File: src/rtl/core/pfc_pkg.sv
`timescale 1ns / 1ps
`default_nettype none
// ----------------------------------------------------------------------------
// pfc_pkg
// Types, constants and helpers for the puzzle file checksum block.
// ----------------------------------------------------------------------------
package pfc_pkg;

   localparam logic [2:0] REGION_HEADER   = 3'd0;
   localparam logic [2:0] REGION_SOLUTION = 3'd1;
   localparam logic [2:0] REGION_GRID     = 3'd2;
   localparam logic [2:0] REGION_TEXT     = 3'd3;
   localparam logic [2:0] REGION_NOTES    = 3'd4;

   localparam logic [15:0] VERSION_RESET     = 16'd13;
   localparam logic [15:0] NOTES_MIN_VERSION = 16'd13;

   localparam logic [7:0] KEY_I = 8'h49;
   localparam logic [7:0] KEY_C = 8'h43;
   localparam logic [7:0] KEY_H = 8'h48;
   localparam logic [7:0] KEY_E = 8'h45;
   localparam logic [7:0] KEY_A = 8'h41;
   localparam logic [7:0] KEY_T = 8'h54;
   localparam logic [7:0] KEY_D = 8'h44;

   typedef struct packed {
      logic       valid;
      logic [7:0] data_byte;
      logic [2:0] region;
      logic       count_notes;
      logic       last;
   } upd_type;

   typedef struct packed {
      logic [15:0] header;
      logic [15:0] solution;
      logic [15:0] grid;
      logic [15:0] text;
      logic [15:0] whole;
   } sums_type;

   function automatic logic [15:0] rot_add(input logic [15:0] sum, input logic [7:0] b);
      logic [15:0] r;
      r = {sum[0], sum[15:1]};
      return r + {8'd0, b};
   endfunction

   function automatic logic [63:0] mask_sums(input sums_type s);
      return {s.text[15:8] ^ KEY_D, s.grid[15:8] ^ KEY_E,
              s.solution[15:8] ^ KEY_T, s.header[15:8] ^ KEY_A,
              s.text[7:0] ^ KEY_E, s.grid[7:0] ^ KEY_H,
              s.solution[7:0] ^ KEY_C, s.header[7:0] ^ KEY_I};
   endfunction

endpackage
`default_nettype wire

File: src/rtl/core/pfc_if.sv
`timescale 1ns / 1ps
`default_nettype none
// ----------------------------------------------------------------------------
// pfc_req_if / pfc_rsp_if
// Valid/ready channels for input bytes and checksum results.
// ----------------------------------------------------------------------------
interface pfc_req_if;
   logic       valid;
   logic       ready;
   logic [7:0] data_byte;
   logic [2:0] region;
   logic       last_byte;

   modport source (output valid, data_byte, region, last_byte, input ready);
   modport sink   (input valid, data_byte, region, last_byte, output ready);
endinterface

interface pfc_rsp_if;
   logic        valid;
   logic        ready;
   logic [15:0] header_sum;
   logic [15:0] primary_sum;
   logic [63:0] masked_sums;

   modport source (output valid, header_sum, primary_sum, masked_sums, input ready);
   modport sink   (input valid, header_sum, primary_sum, masked_sums, output ready);
endinterface
`default_nettype wire

File: src/rtl/core/pfc_sum_bank.sv
`timescale 1ns / 1ps
`default_nettype none
// ----------------------------------------------------------------------------
// pfc_sum_bank
// The five rotate-add sums; one byte update per cycle, cleared after last.
// ----------------------------------------------------------------------------
module pfc_sum_bank (
   input  wire logic              clock,
   input  wire logic              reset,
   input  wire pfc_pkg::upd_type  upd,
   output pfc_pkg::sums_type      sums_next
);
   import pfc_pkg::*;

   sums_type sums_ff;
   sums_type sums_in;
   logic     counted;

   always_comb begin
      sums_next = sums_ff;
      counted   = 1'b1;
      case (upd.region)
         REGION_HEADER:   sums_next.header   = rot_add(sums_ff.header, upd.data_byte);
         REGION_SOLUTION: sums_next.solution = rot_add(sums_ff.solution, upd.data_byte);
         REGION_GRID:     sums_next.grid     = rot_add(sums_ff.grid, upd.data_byte);
         REGION_TEXT:     sums_next.text     = rot_add(sums_ff.text, upd.data_byte);
         REGION_NOTES: begin
            if (upd.count_notes) begin
               sums_next.text = rot_add(sums_ff.text, upd.data_byte);
            end else begin
               counted = 1'b0;
            end
         end
         default: counted = 1'b0;
      endcase
      if (counted) begin
         sums_next.whole = rot_add(sums_ff.whole, upd.data_byte);
      end
   end

   always_comb begin
      sums_in = sums_ff;
      if (upd.valid) begin
         sums_in = upd.last ? '0 : sums_next;
      end
   end

   always_ff @(posedge clock) begin
      if (reset) begin
         sums_ff <= '0;
      end else begin
         sums_ff <= sums_in;
      end
   end

endmodule
`default_nettype wire

File: src/rtl/core/puz_file_checksum.sv
`timescale 1ns / 1ps
`default_nettype none
// ----------------------------------------------------------------------------
// puz_file_checksum
// Puzzle file checksum unit: five 16-bit rotate-right-and-add sums.
//
// req_if carries one byte per transaction with its region code and a last
// flag. Bytes of regions header, solution, grid and text update their own
// sum and the primary sum; notes count only when format_version >= 13.
// On the last byte one transaction leaves on rsp_if with the header sum,
// the primary sum and the eight masked checksum bytes; all sums then clear.
// csr_write_enable / csr_write_data write format_version (reset 13).
// The input register holds each byte, which then updates the sums; a result
// is registered for rsp_if when its last byte leaves the input register.
// Throughput: one byte per cycle, unless a last byte waits on a stalled rsp_if.
// Reset clears all sums, both pipeline stages, and sets format_version 13.
// While rsp_if is stalled, ordinary bytes keep flowing; a second last byte
// waits in the input register until the pending result is taken.
// ----------------------------------------------------------------------------
module puz_file_checksum (
   input  wire logic        clock,
   input  wire logic        reset,
   pfc_req_if.sink          req_if,
   pfc_rsp_if.source        rsp_if,
   input  wire logic        csr_write_enable,
   input  wire logic [15:0] csr_write_data
);
   import pfc_pkg::*;

   logic [15:0] version_ff;
   logic        s1_valid_ff;
   logic [7:0]  s1_byte_ff;
   logic [2:0]  s1_region_ff;
   logic        s1_last_ff;
   logic        rsp_valid_ff;
   logic [15:0] rsp_header_ff;
   logic [15:0] rsp_primary_ff;
   logic [63:0] rsp_masked_ff;

   logic        out_free;
   logic        s1_go;
   upd_type     upd;
   sums_type    sums_next;

   assign out_free     = !rsp_valid_ff || rsp_if.ready;
   assign s1_go        = s1_valid_ff && (!s1_last_ff || out_free);
   assign req_if.ready = !s1_valid_ff || s1_go;

   assign upd.valid       = s1_go;
   assign upd.data_byte   = s1_byte_ff;
   assign upd.region      = s1_region_ff;
   assign upd.count_notes = (version_ff >= NOTES_MIN_VERSION);
   assign upd.last        = s1_last_ff;

   pfc_sum_bank u_sum_bank (
      .clock     (clock),
      .reset     (reset),
      .upd       (upd),
      .sums_next (sums_next)
   );

   always_ff @(posedge clock) begin
      if (reset) begin
         version_ff   <= VERSION_RESET;
         s1_valid_ff  <= 1'b0;
         rsp_valid_ff <= 1'b0;
      end else begin
         if (csr_write_enable) begin
            version_ff <= csr_write_data;
         end
         if (req_if.ready) begin
            s1_valid_ff <= req_if.valid;
         end
         if (s1_go && s1_last_ff) begin
            rsp_valid_ff <= 1'b1;
         end else if (rsp_if.ready) begin
            rsp_valid_ff <= 1'b0;
         end
      end
   end

   always_ff @(posedge clock) begin
      if (req_if.ready && req_if.valid) begin
         s1_byte_ff   <= req_if.data_byte;
         s1_region_ff <= req_if.region;
         s1_last_ff   <= req_if.last_byte;
      end
      if (s1_go && s1_last_ff) begin
         rsp_header_ff  <= sums_next.header;
         rsp_primary_ff <= sums_next.whole;
         rsp_masked_ff  <= mask_sums(sums_next);
      end
   end

   assign rsp_if.valid       = rsp_valid_ff;
   assign rsp_if.header_sum  = rsp_header_ff;
   assign rsp_if.primary_sum = rsp_primary_ff;
   assign rsp_if.masked_sums = rsp_masked_ff;

endmodule
`default_nettype wire
File: src/flat_wrapper.sv
// flat-port wrapper written by rule: the top's interface ports become plain ports
module puz_file_checksum_flat import pfc_pkg::*;
  (clock, reset, csr_write_enable, csr_write_data, req_if_valid, req_if_data_byte, req_if_region, req_if_last_byte, req_if_ready, rsp_if_valid, rsp_if_header_sum, rsp_if_primary_sum, rsp_if_masked_sums, rsp_if_ready);
  pfc_req_if req_if_i ();
  pfc_rsp_if rsp_if_i ();
  input  wire logic clock;
  input  wire logic reset;
  input  wire logic csr_write_enable;
  input  wire logic [15:0] csr_write_data;
  input wire logic [$bits(req_if_i.valid)-1:0] req_if_valid;
  input wire logic [$bits(req_if_i.data_byte)-1:0] req_if_data_byte;
  input wire logic [$bits(req_if_i.region)-1:0] req_if_region;
  input wire logic [$bits(req_if_i.last_byte)-1:0] req_if_last_byte;
  output wire logic [$bits(req_if_i.ready)-1:0] req_if_ready;
  output wire logic [$bits(rsp_if_i.valid)-1:0] rsp_if_valid;
  output wire logic [$bits(rsp_if_i.header_sum)-1:0] rsp_if_header_sum;
  output wire logic [$bits(rsp_if_i.primary_sum)-1:0] rsp_if_primary_sum;
  output wire logic [$bits(rsp_if_i.masked_sums)-1:0] rsp_if_masked_sums;
  input wire logic [$bits(rsp_if_i.ready)-1:0] rsp_if_ready;
  assign req_if_i.valid = req_if_valid;
  assign req_if_i.data_byte = req_if_data_byte;
  assign req_if_i.region = req_if_region;
  assign req_if_i.last_byte = req_if_last_byte;
  assign req_if_ready = req_if_i.ready;
  assign rsp_if_valid = rsp_if_i.valid;
  assign rsp_if_header_sum = rsp_if_i.header_sum;
  assign rsp_if_primary_sum = rsp_if_i.primary_sum;
  assign rsp_if_masked_sums = rsp_if_i.masked_sums;
  assign rsp_if_i.ready = rsp_if_ready;
  puz_file_checksum u_core (.clock(clock), .reset(reset), .req_if(req_if_i), .rsp_if(rsp_if_i), .csr_write_enable(csr_write_enable), .csr_write_data(csr_write_data));
endmodule
File: config.mk
export PLATFORM = sky130hd
export DESIGN_NAME = puz_file_checksum_flat
export DESIGN_NICKNAME = d
export VERILOG_FILES = /design/src/rtl/core/pfc_pkg.sv /design/src/rtl/core/pfc_if.sv /design/src/rtl/core/pfc_sum_bank.sv /design/src/rtl/core/puz_file_checksum.sv /design/src/flat_wrapper.sv
export SDC_FILE = /design/constraint.sdc
export NUM_CORES = 1
export LEC_CHECK = 0
export BUFFER_PORTS_ARGS = -buffer_cell sky130_fd_sc_hd__buf_2
export CAP_MARGIN = 25
export CORE_MARGIN = 10
export CORE_UTILIZATION = 31
export CTS_CLUSTER_SIZE = 14
export DETAILED_ROUTE_END_ITERATION = 8
export GPL_TIMING_DRIVEN = 0
export SETUP_SLACK_MARGIN = 0.5
export SLEW_MARGIN = 10
export SYNTH_ARGS = -nofsm -noshare
export SYNTH_HDL_FRONTEND = slang
export SYNTH_SLANG_ARGS = --single-unit
File: constraint.sdc
create_clock -name clock -period 4.4 [get_ports clock]
set_input_delay 0.44 -clock clock [delete_from_list [all_inputs] [get_ports clock]]
set_output_delay 0.44 -clock clock [all_outputs]
set_load 0.01 [all_outputs]
==> impl_metrics.ini <==
[outcome]
status = finished, final reports clean

[setup_path]
cp-end-kind = flop
critical_path_peak_fanout = 5
cp_slowest_stage_delay_ps = 560
r2r_setup_slack_ps = 1340
path_buf_inv = 0
cpMaxStageDelayCell = edfxtp_1
criticalPathCategory = flop to flop
critPathRequiredTime_ps = 4610
cpLargestDelayFamily = compound AO/OA/AOI/OAI gates
cp_cell_sequence = ha_1, fa_1, a211oi_2, o21ai_1, a31oi_1, nor2b_1, mux2i_1, a211o_1
worstPathArrival_ps = 3270
crit_path_start_kind = flop

[yosys]
ys_ff_latch = 195
synth_adder_area_share_pct = 6.08
avgSynthCellArea_um2 = 10.4
postSynth.asyncResetShare_pct = 0
synth.largest_area_cell = edfxtp_1
ys.warnings.count = 0
yosys_most_used_dff = dfxtp_1
post_synth_num_cell_types = 82
synth_xor_area_share_pct = 3.54
syn_inst = 948
synthTopCellsByArea = edfxtp_1, dfxtp_1, ha_1, nand2_1, o21ai_0
synth_top_area_share_pct = 29.5
synthMuxAreaShare_pct = 4.14
synthSimpleGateAreaFrac_pct = 11.7
synth_compound_area_share_pct = 21.4
synth_top_family_by_area = compound AO/OA/AOI/OAI gates
syn_area_um2 = 9880
syn_nets = 1026
yosysSeqAreaShare_pct = 49.3
synth_edf_count = 97

[clock_network]
post_cts_buffers = 0
clock_path_buffers = 2
path_clk_slew_ps = 80
htreeDepth = 4
cts_sinks = 195
cts_buffers = 17
tritoncts = built
cts_hold_buf = 0
cts_root_buf = clkbuf_16
cts-resized-gates = 0
worstSkewPairLatency_ps = 460

[sta]
setup_viol = 0
period_minus_slack_ps = 3060
max_freq_mhz = 327
fin_crit_sh_pct = 69.6
slew-limit-headroom_pct = 43.1
hold_viol = 0
tightest_slew_ps = 844
drv_slew = 0
rsz0062_at_grt = no
fin_ws_ps = 1340
fin_tns_setup_ps = 0
fin_skew_ps = 12.4

[floorplanning]
row_count = 65
die_x_um = 199
initial_core_util_pct = 31.4
coreArea_um2 = 31500
dieArea_um2 = 39400
die_y_um = 199
boundaryPins = 131

[detailed_routing]
drc = 0
drtIter0Drc = 428
wl_um = 28200
dr.pass1.iters = 5
vias = 7798
viasPerCell = 5.16
wl_per_cell_um = 18.6
detail-route-antenna-nets = 0

[placed_design]
dp_hpwl_um = 20400
routabilityCongestion = 0.882
dpl_cell_area_um2 = 11100
dp_slack_ps = 1320
port_buffers = 128

[power]
power.leakage_nw = 4.45
totalPowerFinal_mw = 3.96
irDropWorstVdd_uv = 259
power_density_nw_per_um2 = 339

[job]
maxCapViolCount = 0

[cells_and_area]
mostFrequentLayoutCells = buf_2, dfxtp_1, edfxtp_1
area_growth_pct = 18.3
final_common_cell = buf_2
fillers = 3105
num-nets-final = 1175
drive_gt1_share_pct = 20.1
utilization_pct = 37.1
fin_area_um2 = 11700
diodes = 0

[global_route]
overflow = 0
antenna_found_initial = 0
grt_pass1_vias = 7567
grt_pass1_wl_um = 43500
grt_start_max_net_pins = 51
track_usage_pct = 14.2

[min_path]
hold_class = primary input to flop
## power breakdown
group | total (mW) | internal, mW | switching, mW
clock network | 1.67 | 0.872 | 0.799
logic | 0.315 | 0.116 | 0.199
registers | 1.97 | 1.94 | 0.0337
## worst paths after layout
path	cells past startpoint	startpoint	to
worst max register to register	8	u_core.s1_byte_ff[0]	u_core.rsp_if.header_sum[14]
worst max-delay path	8	u_core.s1_byte_ff[0]	u_core.rsp_if.header_sum[14]
worst min register to register	2	u_core.u_sum_bank.sums_ff[17]	u_core.u_sum_bank.sums_ff[17]
worst min-delay path	1	req_if_last_byte	u_core.s1_last_ff
## state kept, by name (all words and copies together) (netlist names)
signal and cells:
u_core.version_ff 16, u_core.rsp_if.primary_sum 16, u_core.s1_last_ff 1, u_core.s1_region_ff 3, u_core.rsp_if.masked_sums 64, u_core.s1_valid_ff 1
u_core.rsp_if.header_sum 5, u_core.s1_byte_ff 8, u_core.rsp_if.valid 1, u_core.u_sum_bank.sums_ff 80
## kinds of logic after synthesis
kind of cell             after synthesis
AO/OA/AOI/OAI                        303
AND/OR/NAND/NOR                      247
flip-flops                           195
buffers and inverters                 78
adder cells (fa/ha/maj)               45
XOR/XNOR                              40
multiplexers                          40
## stage by stage
step | std cells | hold WS [ps]
3_3_place_gp | 1478 | 456
6_report | 1512 | 165
4_1_cts | 1512 | 148
2_1_floorplan | 948 | 442
3_5_place_dp | 1480 | 469
5_1_grt | 1512 | 152
## metal layers
layer / wire, um / part of all wire [%] / global-route usage, %
met4: 541 / 1.9 / 4.89
met2: 13000 / 46 / 22.8
met1: 13100 / 46 / 18.5
met5: 0 / 0 / 0
met3: 1620 / 5.7 / 3.13
## synthesized netlist by cell type (4+ instances only)
cell and instances:
mux2_2 7, nor3_1 12, fa_1 5, a22o_1 35
a211oi_1 11, nand3_1 15, a31oi_1 5, nand2_1 94
o2bb2ai_1 4, mux2i_1 33, edfxtp_1 97, and3_1 5
xor2_1 16, buf_2 9, o31ai_1 7, a21o_1 11
xnor2_1 24, a31o_2 4, or3_1 5, nand2b_1 4
o211ai_1 9, nor2b_1 8, ha_1 40, nor4_2 4
o21a_1 14, nor2_1 75, dfxtp_1 98, o21ai_1 5
and2_1 4, o21ai_0 67, o22ai_1 4, a21oi_1 65
a32oi_1 4, a32o_1 5, inv_1 22, buf_4 17
clkbuf_1 26, a22oi_1 9
## cell type report
| cell class | count | area [um^2] | share of cell area [%] |
|---|---|---|---|
| plain buffers | 55 | 289 | 2.47 |
| well taps | 402 | 503 | 4.30 |
| clock inverters | 14 | 193 | 1.65 |
| repair buffers | 130 | 676 | 5.78 |
| flip-flops and latches | 195 | 4870 | 41.7 |
| multi-input cells | 675 | 4640 | 39.7 |
| inverters | 23 | 86.3 | 0.739 |
| clock buffers | 18 | 429 | 3.67 |
Note: power is estimated with default switching activity, not from simulation.
